`config.mk`:
```
export PLATFORM = sky130hd
export DESIGN_NAME = lru_key_tracker_with_eviction
export DESIGN_NICKNAME = d
export VERILOG_FILES = /design/src/design/lkt_pkg.sv /design/src/design/lkt_ctrl.sv /design/src/design/lkt_dp.sv /design/src/design/lru_key_tracker_with_eviction.sv
export VERILOG_INCLUDE_DIRS = /design/src /design/src/design
export SDC_FILE = /design/constraint.sdc
export NUM_CORES = 2
export LEC_CHECK = 0
export BUFFER_PORTS_ARGS = -buffer_cell sky130_fd_sc_hd__buf_4
export CAP_MARGIN = 20
export CORE_MARGIN = 4
export CORE_UTILIZATION = 45
export CTS_BUF_LIST = sky130_fd_sc_hd__clkbuf_4 sky130_fd_sc_hd__clkbuf_8 sky130_fd_sc_hd__clkbuf_16
export CTS_CLUSTER_DIAMETER = 40
export DETAILED_ROUTE_END_ITERATION = 12
export PLACE_DENSITY = 0.66
export SLEW_MARGIN = 10
export SYNTH_ARGS = -nofsm -noshare
export SYNTH_HDL_FRONTEND = slang
export SYNTH_HIERARCHICAL = 1
export SYNTH_SLANG_ARGS = --single-unit
```
`constraint.sdc`:
```
create_clock -name clk -period 5.39 [get_ports clk]
set_input_delay 0.2695 -clock clk [delete_from_list [all_inputs] [get_ports clk]]
set_output_delay 0.2695 -clock clk [all_outputs]
set_load 0.05 [all_outputs]
```
`src/design/lru_key_tracker_with_eviction_defines.svh`:
```
// ----------------------------------------------------------------------------
// lru_key_tracker_with_eviction_defines
// Assertion macros shared by the recency tracker RTL.
// ----------------------------------------------------------------------------
`ifndef LRU_KEY_TRACKER_WITH_EVICTION_DEFINES_SVH
`define LRU_KEY_TRACKER_WITH_EVICTION_DEFINES_SVH

// Antecedent implies consequent in the same cycle.
`define LKT_ASSERT_IMP(lbl, ante, cons, msg) \
  lbl: assert property (@(posedge clk) disable iff (!rst_n) (ante) |-> (cons)) else $error(msg);

// Antecedent implies consequent in the next cycle.
`define LKT_ASSERT_NXT(lbl, ante, cons, msg) \
  lbl: assert property (@(posedge clk) disable iff (!rst_n) (ante) |=> (cons)) else $error(msg);

`endif

```
`src/design/lkt_pkg.sv`:
```
// ----------------------------------------------------------------------------
// lkt_pkg
// Shared types and constants of the recency tracker.
// ----------------------------------------------------------------------------
`timescale 1ns / 1ps
`default_nettype none
package lkt_pkg;

  localparam int KEY_W  = 32;
  localparam int CFG_W  = 32;
  localparam int MAXK_W = 5;

  localparam logic OP_ACCESS = 1'b0;
  localparam logic OP_FORGET = 1'b1;

  // Byte address of the max_keys register.
  localparam logic [1:0] ADDR_MAX_KEYS = 2'd0;

  typedef enum logic [1:0] {
    ST_IDLE,
    ST_CMP,
    ST_UPD,
    ST_EVICT
  } state_t;

  typedef struct packed {
    logic latch;
    logic compare;
    logic update;
    logic evict;
  } ctrl_cmd_t;

  typedef struct packed {
    logic evict_needed;
    logic last_evict;
  } dp_sts_t;

endpackage
`default_nettype wire

```
`src/design/lkt_ctrl.sv`:
```
// ----------------------------------------------------------------------------
// lkt_ctrl
// Sequencer of the recency tracker: compare, update, then one eviction a cycle.
// ----------------------------------------------------------------------------
`timescale 1ns / 1ps
`default_nettype none
module lkt_ctrl (
  input  wire logic               clk,
  input  wire logic               rst_n,
  input  wire logic               start,
  input  wire lkt_pkg::dp_sts_t   sts,
  output lkt_pkg::ctrl_cmd_t      cmd,
  output logic                    busy
);

  lkt_pkg::state_t state_r, state_nxt;

  always_ff @(posedge clk) begin
    if (!rst_n) begin
      state_r <= lkt_pkg::ST_IDLE;
    end else begin
      state_r <= state_nxt;
    end
  end

  always_comb begin
    state_nxt = state_r;
    unique case (state_r)
      lkt_pkg::ST_IDLE: begin
        if (start) state_nxt = lkt_pkg::ST_CMP;
      end
      lkt_pkg::ST_CMP: begin
        state_nxt = lkt_pkg::ST_UPD;
      end
      lkt_pkg::ST_UPD: begin
        state_nxt = sts.evict_needed ? lkt_pkg::ST_EVICT : lkt_pkg::ST_IDLE;
      end
      lkt_pkg::ST_EVICT: begin
        if (sts.last_evict) state_nxt = lkt_pkg::ST_IDLE;
      end
      default: state_nxt = lkt_pkg::ST_IDLE;
    endcase
  end

  always_comb begin
    cmd  = '0;
    busy = 1'b1;
    unique case (state_r)
      lkt_pkg::ST_IDLE: begin
        busy      = 1'b0;
        cmd.latch = start;
      end
      lkt_pkg::ST_CMP:   cmd.compare = 1'b1;
      lkt_pkg::ST_UPD:   cmd.update  = 1'b1;
      lkt_pkg::ST_EVICT: cmd.evict   = 1'b1;
      default: busy = 1'b0;
    endcase
  end

endmodule
`default_nettype wire

```
`src/design/lkt_dp.sv`:
```
// ----------------------------------------------------------------------------
// lkt_dp
// Datapath of the recency tracker: key list, match, reorder and eviction.
// ----------------------------------------------------------------------------
`timescale 1ns / 1ps
`default_nettype none
module lkt_dp #(
  parameter int CAPACITY = 16,
  parameter int KEY_BITS = 32
) (
  input  wire logic                        clk,
  input  wire logic                        rst_n,
  input  wire lkt_pkg::ctrl_cmd_t          cmd,
  output lkt_pkg::dp_sts_t                 sts,
  input  wire logic [lkt_pkg::MAXK_W-1:0]  max_keys,
  input  wire logic                        in_op,
  input  wire logic [lkt_pkg::KEY_W-1:0]   in_key_id,
  input  wire logic                        in_key_exists,
  output logic                             out_valid,
  output logic                             out_evict_valid,
  output logic [lkt_pkg::KEY_W-1:0]        out_evicted_key,
  output logic                             out_was_tracked,
  output logic                             out_last
);

  localparam int SKW = (KEY_BITS < lkt_pkg::KEY_W) ? KEY_BITS : lkt_pkg::KEY_W;
  localparam int CW  = $clog2(CAPACITY + 2);
  localparam int IW  = $clog2(CAPACITY);

  logic [SKW-1:0] keys_r [CAPACITY];
  logic [SKW-1:0] keys_nxt [CAPACITY];
  logic [CW-1:0]  cnt_r, cnt_nxt;
  logic [SKW-1:0] spill_r, spill_nxt;
  logic           op_r, exists_r;
  logic [SKW-1:0] key_r;
  logic           was_r, was_nxt;
  logic [IW-1:0]  pos_r, pos_nxt;

  logic                      ov_r, ov_nxt;
  logic                      oev_r, oev_nxt;
  logic [lkt_pkg::KEY_W-1:0] okey_r, okey_nxt;
  logic                      olast_r, olast_nxt;

  logic          tracking, access;
  logic [CW-1:0] lim, new_cnt, cnt_dec;
  logic [SKW-1:0] tail_key;

  always_comb begin
    tracking = (max_keys != '0);
    access   = (op_r == lkt_pkg::OP_ACCESS) && exists_r;
    if (32'(max_keys) < CAPACITY) lim = CW'(max_keys);
    else lim = CW'(CAPACITY);
    new_cnt  = was_r ? cnt_r : cnt_r + CW'(1);
    cnt_dec  = cnt_r - CW'(1);
    tail_key = (cnt_r == CW'(CAPACITY + 1)) ? spill_r : keys_r[cnt_dec[IW-1:0]];
    sts.evict_needed = tracking && access && (new_cnt > lim);
    sts.last_evict   = (cnt_dec == lim);
  end

  // Parallel match against the occupied entries and a one-hot to index encode.
  always_comb begin
    was_nxt = 1'b0;
    pos_nxt = '0;
    for (int i = 0; i < CAPACITY; i++) begin
      if ((CW'(i) < cnt_r) && (keys_r[i] == key_r)) begin
        was_nxt = 1'b1;
        pos_nxt = pos_nxt | IW'(i);
      end
    end
  end

  always_comb begin
    for (int i = 0; i < CAPACITY; i++) keys_nxt[i] = keys_r[i];
    cnt_nxt   = cnt_r;
    spill_nxt = spill_r;
    ov_nxt    = 1'b0;
    oev_nxt   = 1'b0;
    okey_nxt  = '0;
    olast_nxt = 1'b1;
    if (cmd.update) begin
      if (tracking && access) begin
        // Entries before the old position (all entries for a new key) move back by one; the new key goes in front.
        keys_nxt[0] = key_r;
        for (int i = 1; i < CAPACITY; i++) begin
          if (!was_r || ((IW + 1)'(i) <= {1'b0, pos_r})) keys_nxt[i] = keys_r[i - 1];
        end
        spill_nxt = keys_r[CAPACITY - 1];
        cnt_nxt   = new_cnt;
      end else if (tracking && was_r) begin
        for (int i = 0; i < CAPACITY - 1; i++) begin
          if ((IW + 1)'(i) >= {1'b0, pos_r}) keys_nxt[i] = keys_r[i + 1];
        end
        cnt_nxt = cnt_dec;
      end
      ov_nxt = !sts.evict_needed;
    end else if (cmd.evict) begin
      ov_nxt    = 1'b1;
      oev_nxt   = 1'b1;
      okey_nxt  = lkt_pkg::KEY_W'(tail_key);
      olast_nxt = sts.last_evict;
      cnt_nxt   = cnt_dec;
    end
  end

  always_ff @(posedge clk) begin
    if (!rst_n) begin
      cnt_r <= '0;
      ov_r  <= 1'b0;
    end else begin
      cnt_r <= cnt_nxt;
      ov_r  <= ov_nxt;
    end
  end

  always_ff @(posedge clk) begin
    for (int i = 0; i < CAPACITY; i++) keys_r[i] <= keys_nxt[i];
    spill_r <= spill_nxt;
    oev_r   <= oev_nxt;
    okey_r  <= okey_nxt;
    olast_r <= olast_nxt;
    if (cmd.latch) begin
      op_r     <= in_op;
      key_r    <= in_key_id[SKW-1:0];
      exists_r <= in_key_exists;
    end
    if (cmd.compare) begin
      was_r <= was_nxt;
      pos_r <= pos_nxt;
    end
  end

  assign out_valid       = ov_r;
  assign out_evict_valid = oev_r;
  assign out_evicted_key = okey_r;
  assign out_was_tracked = was_r;
  assign out_last        = olast_r;

endmodule
`default_nettype wire

```
`src/design/lru_key_tracker_with_eviction.sv`:
```
// ----------------------------------------------------------------------------
// lru_key_tracker_with_eviction
// Recency list of key identifiers with eviction down to a programmable cap.
// ----------------------------------------------------------------------------
// A command is transferred when start is high and busy is low. op 0 records
// an access (moved or inserted at the newest place if the key exists, dropped
// otherwise); op 1 forgets the key. The block then reports each evicted key,
// oldest first, one per cycle on out_valid; a command without eviction gives a
// single result with out_evict_valid low. out_last marks the final result.
// The transfer latches the command; the compare state then registers the
// parallel key match and the update state updates the list. Without eviction
// the update state also loads the output register with the single result.
// Otherwise the eviction state pops the tail of the list once a cycle, each
// pop presenting one eviction. busy falls in the cycle that presents the last
// result. The receiver cannot stall: each result is valid for one cycle only.
// max_keys is written by any APB write (read back as register 0); the user
// must write it only while busy is low; the block itself does not enforce
// it. Zero turns tracking off. Synchronous reset empties the list and
// clears max_keys.
// ----------------------------------------------------------------------------
`timescale 1ns / 1ps
`default_nettype none
`include "lru_key_tracker_with_eviction_defines.svh"
module lru_key_tracker_with_eviction #(
  parameter int CAPACITY = 16,
  parameter int KEY_BITS = 32
) (
  input  wire logic                        clk,
  input  wire logic                        rst_n,
  input  wire logic                        start,
  output logic                             busy,
  input  wire logic                        in_op,
  input  wire logic [lkt_pkg::KEY_W-1:0]   in_key_id,
  input  wire logic                        in_key_exists,
  output logic                             out_valid,
  output logic                             out_evict_valid,
  output logic [lkt_pkg::KEY_W-1:0]        out_evicted_key,
  output logic                             out_was_tracked,
  output logic                             out_last,
  input  wire logic                        psel,
  input  wire logic                        penable,
  input  wire logic                        pwrite,
  input  wire logic [1:0]                  paddr,
  input  wire logic [lkt_pkg::CFG_W-1:0]   pwdata,
  output logic [lkt_pkg::CFG_W-1:0]        prdata,
  output logic                             pready
);

  logic [lkt_pkg::MAXK_W-1:0] max_keys_r;
  lkt_pkg::ctrl_cmd_t cmd;
  lkt_pkg::dp_sts_t   sts;

  assign pready = 1'b1;
  assign prdata = (paddr == lkt_pkg::ADDR_MAX_KEYS) ? lkt_pkg::CFG_W'(max_keys_r) : '0;

  always_ff @(posedge clk) begin
    if (!rst_n) begin
      max_keys_r <= '0;
    end else if (psel && penable && pwrite && pready) begin
      max_keys_r <= pwdata[lkt_pkg::MAXK_W-1:0];
    end
  end

  lkt_ctrl u_ctrl (
    .clk   (clk),
    .rst_n (rst_n),
    .start (start),
    .sts   (sts),
    .cmd   (cmd),
    .busy  (busy)
  );

  lkt_dp #(
    .CAPACITY (CAPACITY),
    .KEY_BITS (KEY_BITS)
  ) u_dp (
    .clk             (clk),
    .rst_n           (rst_n),
    .cmd             (cmd),
    .sts             (sts),
    .max_keys        (max_keys_r),
    .in_op           (in_op),
    .in_key_id       (in_key_id),
    .in_key_exists   (in_key_exists),
    .out_valid       (out_valid),
    .out_evict_valid (out_evict_valid),
    .out_evicted_key (out_evicted_key),
    .out_was_tracked (out_was_tracked),
    .out_last        (out_last)
  );

  `LKT_ASSERT_IMP(a_noevict_last, out_valid && !out_evict_valid, out_last, "lone result not last")
  `LKT_ASSERT_NXT(a_start_busy, start && !busy, busy, "transfer did not raise busy")
  `LKT_ASSERT_NXT(a_last_gap, out_valid && out_last, !out_valid, "result after last")
  `LKT_ASSERT_IMP(a_not_last_busy, out_valid && !out_last, busy, "idle between results")

endmodule
`default_nettype wire

```
**After elaboration in Yosys (flattened, before gate mapping)**

Memory sizes are Yosys's and may differ from the RTL's.
Cells that the tools add are included.

- Logic and storage cells: 209
- Input bits: 74
- RAM bits: 512
- Output and inout bits: 70
- Register bits: 118
- Memories: 1

- Eq/ne operators: 24
- Bitwise gates (word level): 2
- Multiplexer cells: 65
- $add $sub $neg: 2
- $lt $le $gt $ge: 48
- Reduce and logical (&&, ||, !) cells: 51

Memory list:

| name | words | width | rd ports | clocked after memory_dff | write ports | line | text |
|---|---|---|---|---|---|---|---|
| u_dp.keys_r | 16 | 32 | 17 | 0 | 16 | lkt_dp.sv:30 | `logic [SKW-1:0] keys_r [CAPACITY];` |

Operators with widths:

| cell | number |
|---|---|
| 32-bit 2-to-1 mux | 32 |
| 480-bit 2-to-1 mux | 2 |
| 32-bit equality test | 16 |
| 512-bit 2-to-1 mux | 1 |
| 4-bit by 5-bit < comparator with 1-bit output (first input constant) | 8 |
| 5-bit 2-to-1 mux | 7 |
| 4-bit <= comparator (first input constant) | 8 |
| 4-bit >= comparator (first input constant) | 7 |
| 1-bit logical AND | 22 |
| 3-bit by 5-bit < comparator with 1-bit output (first input constant) | 4 |
| 3-bit by 4-bit >= comparator with 1-bit output (first input constant) | 4 |
| 3-bit by 4-bit <= comparator with 1-bit output (first input constant) | 4 |
| 1-bit logical OR | 15 |
| 15-bit OR reduction | 1 |
| 2-bit 2-to-1 mux | 7 |
| 3-bit 2-to-1 mux | 4 |
| 1-bit 2-to-1 mux | 11 |
| 1-bit by 5-bit < comparator with 1-bit output (first input constant) | 2 |
| 2-bit by 5-bit < comparator with 1-bit output (first input constant) | 2 |
| 1-bit by 4-bit >= comparator with 1-bit output (first input constant) | 2 |
| 2-bit by 4-bit >= comparator with 1-bit output (first input constant) | 2 |
| 2-bit by 4-bit <= comparator with 1-bit output (first input constant) | 2 |
| 2-bit one-hot mux with 4 select lines | 1 |
| 8-bit OR reduction | 1 |
| other kinds (19) | 27 |

**Depth between registers and ports, before layout**

An unclocked memory read counts as a cell.

- Depth in word-level cells: 14
- Gate-level depth with buffers: 19
- Mapped depth without buffers: 12

**Modules after synthesis**

The synthesis kept the hierarchy.

Modules (own cells, without submodules):

| module | area each (um2) | instances | cells an instance | seq. area each (um2) |
|---|---|---|---|---|
| lkt_dp | 35421.5 | 1 | 3417 | 18307.6 |
| lru_key_tracker_with_eviction | 462.9 | 1 | 59 | 100.1 |
| lkt_ctrl | 123.9 | 1 | 16 | 40.0 |

**Worst setup path after synthesis**

Ideal clock, no wire load.

- Path type: reg2reg
- Start point: reg max_keys_r[4] (netlist name)
- End point: mem u_dp/keys_r[10][0] (netlist bit) (enable)
- Cell stages (with the launch flop): 8
- Buffers on the path: 1
- Clock period less this slack: 4.809 ns
- Setup slack: 0.581 ns
- Arrival: 4.329 ns
- Required time: 4.910 ns
- Cells stage by stage: dfxtp_1 -> nor3_1 -> a21oi_1 -> nand2_1 -> clkinv_1 -> nor2_2 -> clkbuf_1 -> a311oi_1

RTL lines:

| element | line |
|---|---|
| end, declared | lkt_dp.sv:30 |

==> impl.org <==
** Job
- Number of max-cap violations :: 0

** Placed design
- Placer congestion estimate :: approximately 1
- Post-DP HPWL :: 85900 um
- Cell count after placement :: roughly 4500
- Number of buffers inserted by port buffering :: slightly below 90
- Prior to clock tree synthesis, the placed netlist has a worst setup slack of 1.53 ns.

** Worst setup path
- Worst R2R Setup Slack :: 1.21 ns
- Number of buffer and inverter instances along the worst setup path :: 3
- The critical path goes through nor3_1 > a21oi_4 > buf_12 > buf_4 > buf_4 > nand2_1 > nand2_1.
- Data arrives at the worst endpoint at around 4.7 ns.
- STA classifies the critical path endpoint as a flop.
- The endpoint identified for the worst register-to-register timing path is u_dp/keys_r[8][21].
- In this run the critical register-to-register path is launched from max_keys_r[4].
- The critical path in this run is classified as reg2reg.
- Highest net fanout along the worst path :: between 200 and 250
- Setup crit start kind :: flop
- Worst Reg-to-Reg Cells :: 7
- On the critical path, the stage with the largest delay is an instance of sky130_fd_sc_hd__buf_4.
- STA puts the critical path data required time at 5.89 ns.
- In this design, the stage delay of the slowest critical-path cell is 0.99 ns.
- On the critical path the largest part of the delay comes from buffers and inverters.

** Drt
- Vias after detailed routing :: approximately 27000
- After detailed routing, no signal wire sits above met5.
- Detailed Route WL :: 119000 um
- For this run, design rule violations remaining after detail routing come to 0.
- Wire segments on met3 add up to 13000 um in the final route.
- After detailed routing, the wire length on met1 is 44900 um.
- After detailed routing, the average wire length per cell comes to approximately 25 um.
- Drt first-iter violations :: 4426
- The first detailed-routing pass took 6 iterations.
- The routed design uses ~53000 um of met2 wire.
- Vias per Instance :: a little under 6
- Number of routed nets with antenna violations :: 0

** Clock network
- After clock tree synthesis, the clock-pin slew on the worst setup and hold paths is 0.05 ns.
- Number of clock buffers inserted by TritonCTS :: 100
- H-Tree Depth :: 3
- Counting along the longest clock path gives a buffer depth of 3.
- CTS-repair resized insts :: 0
- For the worst-skew pair, the clock arrives at the later sink with an insertion delay of around 0.66 ns.
- TritonCTS built the clock tree.
- The tree is rooted in a sky130_fd_sc_hd__clkbuf_16.
- Total clock sinks :: 630

** Logic synthesis
- Count of distinct cell types in the synthesized netlist :: 59
- Number of instances in the synthesized netlist :: roughly 3500
- Syn avg cell area :: about 10 um^2
- Sorting the synthesized cells by area gives the leading types as sky130_fd_sc_hd__edfxtp_1, sky130_fd_sc_hd__nand2_1, sky130_fd_sc_hd__mux4_2.
- The synthesized netlist occupies a cell area of 36000 um^2.
- Number of enable flip-flop cells after synthesis :: 583
- Number of warning messages in the yosys log :: 6
- Synth cell count leaders :: sky130_fd_sc_hd__nand2_1, sky130_fd_sc_hd__edfxtp_1, sky130_fd_sc_hd__xnor2_1, sky130_fd_sc_hd__xor2_1, sky130_fd_sc_hd__mux4_2
- Synthesis inferred between 600 and 700 register bits.
- Sequential area share after synthesis :: 51.2%
- After synthesis, the share of flip-flops with an asynchronous set or reset is 0%.
- Yosys top cell area share :: 48.6%
- The biggest area contributor in the post-synthesis netlist is sky130_fd_sc_hd__edfxtp_1.
- Main synth FF type :: sky130_fd_sc_hd__edfxtp_1
- Among all cell types in the netlist, the one instantiated most often is sky130_fd_sc_hd__nand2_1.

** STA
- Post-Route Setup TNS :: 0 ns
- Setup repair after global routing missed its margin :: no
- The worst path needs about 4.2 ns of the cycle, external delays included.
- Worst path setup slack after routing :: 1.21 ns
- Number of hold violations in the final report :: 0
- Transition time of the tightest slew-check pin :: around 1.2 ns
- Worst clock skew :: ~0.032 ns
- Based on the critical path, the design can be clocked at up to around 240 MHz.
- Headroom to the max-slew limit came out at a little under a fifth.
- Setup violations remaining at the end of the flow were counted as 0.
- Max Slew Vio Count :: 0
- Of the available clock period, the critical path in the final layout requires a little under 80%.
- Hold WS :: 0.0895 ns

** Global route
- Global-route wire length before repair :: 173000 um
- Maximum number of pins on one net before global-route repair :: 231
- The total overflow left after global routing is 0.
- Total GRT Usage :: 27.4%
- Initial antenna violation count :: 8
- Number of global-route vias before repair :: 25579

** Cells and area
- For this run, the post-layout net count is ~3600.
- Fraction of layout cells with a size suffix above 1 :: 14.4%
- The area growth from synthesis to layout is 16.1%.
- The finished layout holds around 4700 standard cells, fillers aside.

** Power
- Overall power consumption after layout is estimated at 14.0 mW.
- Dividing total power by cell area gives a power density of ~330 nW/um^2.
- VDD IR max :: ~0.24 mV
- The analysis attributes to cell leakage a power of between 15 and 20 nW.

** Floorplan
- Once the floorplan was initialized, standard cells occupied around 46% of the core.
- After floorplanning, the core was divided into between 100 and 150 placement rows.
- Measured along the x axis, the die boundary spans 291 um.
- Io pins :: between 100 and 150
- Vert. Die Dim :: about 290 um
- In this run the standard cell core region covers 79100 um^2.
- The die covers around 85000 um^2.

** Outcome
- The flow ran to the end, and the final reports show no timing, DRC or antenna violations.

** Worst hold path
- Worst Min Path Start :: start
- Endpoint, Worst Hold :: u_ctrl/state_r[0]
- The worst hold path was traced through 4 stages.
- Path category of the worst min-delay check :: in2reg
==> worst max path at each step <==
stage	cells after the start	slack [ns]	to	startpoint
final	7	1.21	u_dp/keys_r[8][21]	max_keys_r[4]
after global routing	7	1.14	u_dp/keys_r[8][4]	max_keys_r[4]
after CTS	7	1.50	u_dp/keys_r[8][21]	max_keys_r[4]
after detailed placement	7	1.53	u_dp/keys_r[11][11]	max_keys_r[4]
after global placement	7	1.57	u_dp/keys_r[10][10]	max_keys_r[4]
after floorplan	7	0.58	u_dp/keys_r[10][0]	max_keys_r[4]
==> cell families (layout without fill, tap and decap cells) <==
logic type / Yosys count / count (layout) / share of synthesized area, %
and+or+nand+nor: 1793 / 1793 / 20.3
DFF: 630 / 630 / 51.2
xor gates and xnor gates: 525 / 525 / 12.8
buffers and inverters: 269 / 404 / 3.55
muxes: 167 / 167 / 10.2
AOI/OAI and AO/OA: 98 / 98 / 1.62
adders and majority gates: 8 / 8 / 0.278
other: 2 / 29 / 0.0209
==> what timing repair did <==
item / CTS / global route
setup endpoints to repair: 0 / 0
buffers inserted: 0 / 0
hold endpoints to repair: 47 / 0
hold buffers: 50 / 0
==> sequential cells by signal, summed over array words and instances (netlist names) <==
name,count
u_dp/key_r,32
u_dp/out_valid,1
u_dp/keys_r,512
u_dp/out_evicted_key,32
u_dp/exists_r,1
max_keys_r,5
u_dp/op_r,1
u_dp/cnt_r,5
u_dp/out_evict_valid,1
u_dp/pos_r,4
u_dp/out_was_tracked,1
u_dp/out_last,1
u_dp/spill_r,32
u_ctrl/state_r,2
==> report_power, final <==
| group | internal (mW) | switching [mW] | total (mW) |
|---|---|---|---|
| combinational | 0.542 | 0.928 | 1.47 |
| clock | 4.46 | 2.51 | 6.96 |
| sequential | 5.39 | 0.134 | 5.53 |
==> layout by cell type, fill, tap and decap left out, types with 6 or more instances in the layout <==
master,count
sky130_fd_sc_hd__inv_6,10
sky130_fd_sc_hd__o21ai_0,10
sky130_fd_sc_hd__xnor2_1,296
sky130_fd_sc_hd__clkbuf_16,105
sky130_fd_sc_hd__edfxtp_1,583
sky130_fd_sc_hd__buf_12,7
sky130_fd_sc_hd__nand3_1,22
sky130_fd_sc_hd__ha_1,7
sky130_fd_sc_hd__a21oi_1,55
sky130_fd_sc_hd__nor2b_1,13
sky130_fd_sc_hd__nor4_1,66
sky130_fd_sc_hd__inv_1,7
sky130_fd_sc_hd__buf_4,149
sky130_fd_sc_hd__mux4_2,156
sky130_fd_sc_hd__dfxtp_1,46
sky130_fd_sc_hd__nor3_1,17
sky130_fd_sc_hd__clkbuf_4,10
sky130_fd_sc_hd__clkinv_2,15
sky130_fd_sc_hd__dlygate4sd3_1,50
sky130_fd_sc_hd__xor2_1,227
sky130_fd_sc_hd__and2_1,8
sky130_fd_sc_hd__clkinv_1,8
sky130_fd_sc_hd__nand4_1,80
sky130_fd_sc_hd__nand2_1,1533
sky130_fd_sc_hd__mux2i_1,6
sky130_fd_sc_hd__clkinvlp_4,13
sky130_fd_sc_hd__bufinv_16,16
sky130_fd_sc_hd__nor2_1,20
sky130_fd_sc_hd__conb_1,28
==> worst reg2reg max path: stages, from the launching register on <==
cell and delay [ns]:
sky130_fd_sc_hd__dfxtp_1 0.50, sky130_fd_sc_hd__nor3_1 0.17, sky130_fd_sc_hd__a21oi_4 0.21, sky130_fd_sc_hd__buf_12 0.68
sky130_fd_sc_hd__buf_4 1.28, sky130_fd_sc_hd__buf_4 0.92, sky130_fd_sc_hd__nand2_1 0.18, sky130_fd_sc_hd__nand2_1 0.10
==> stage by stage <==
stage | instance area, um^2 | utilization (%)
floorplan | 36100 | -
CTS | 41800 | 52.8
global route | 41800 | 52.8
finish | 41800 | 52.8
detailed placement | 37600 | 47.6
global placement | 37600 | 47.6
==> layer usage <==
layer  track usage (%)  vias to the layer above
met1              36.8                    13181
li1                  -                    12073
met2              41.1                     1779
met5                 0                        -
met3              5.03                      296
met4              17.3                        2
==> layout make-up <==
| class | instances | area (um^2) |
|---|---|---|
| Antenna cell | 1 | 2.50 |
| Multi-Input combinational cell | 2619 | 16600 |
| Clock inverter | 71 | 883 |
| Tap cell | 1050 | 1310 |
| Timing Repair Buffer | 206 | 1760 |
| Sequential cell | 630 | 18500 |
| Inverter | 8 | 30.0 |
| Fill cell | 6875 | 37300 |
| Clock buffer | 119 | 2760 |
No activity file was read; power rests on OpenSTA's default activity.
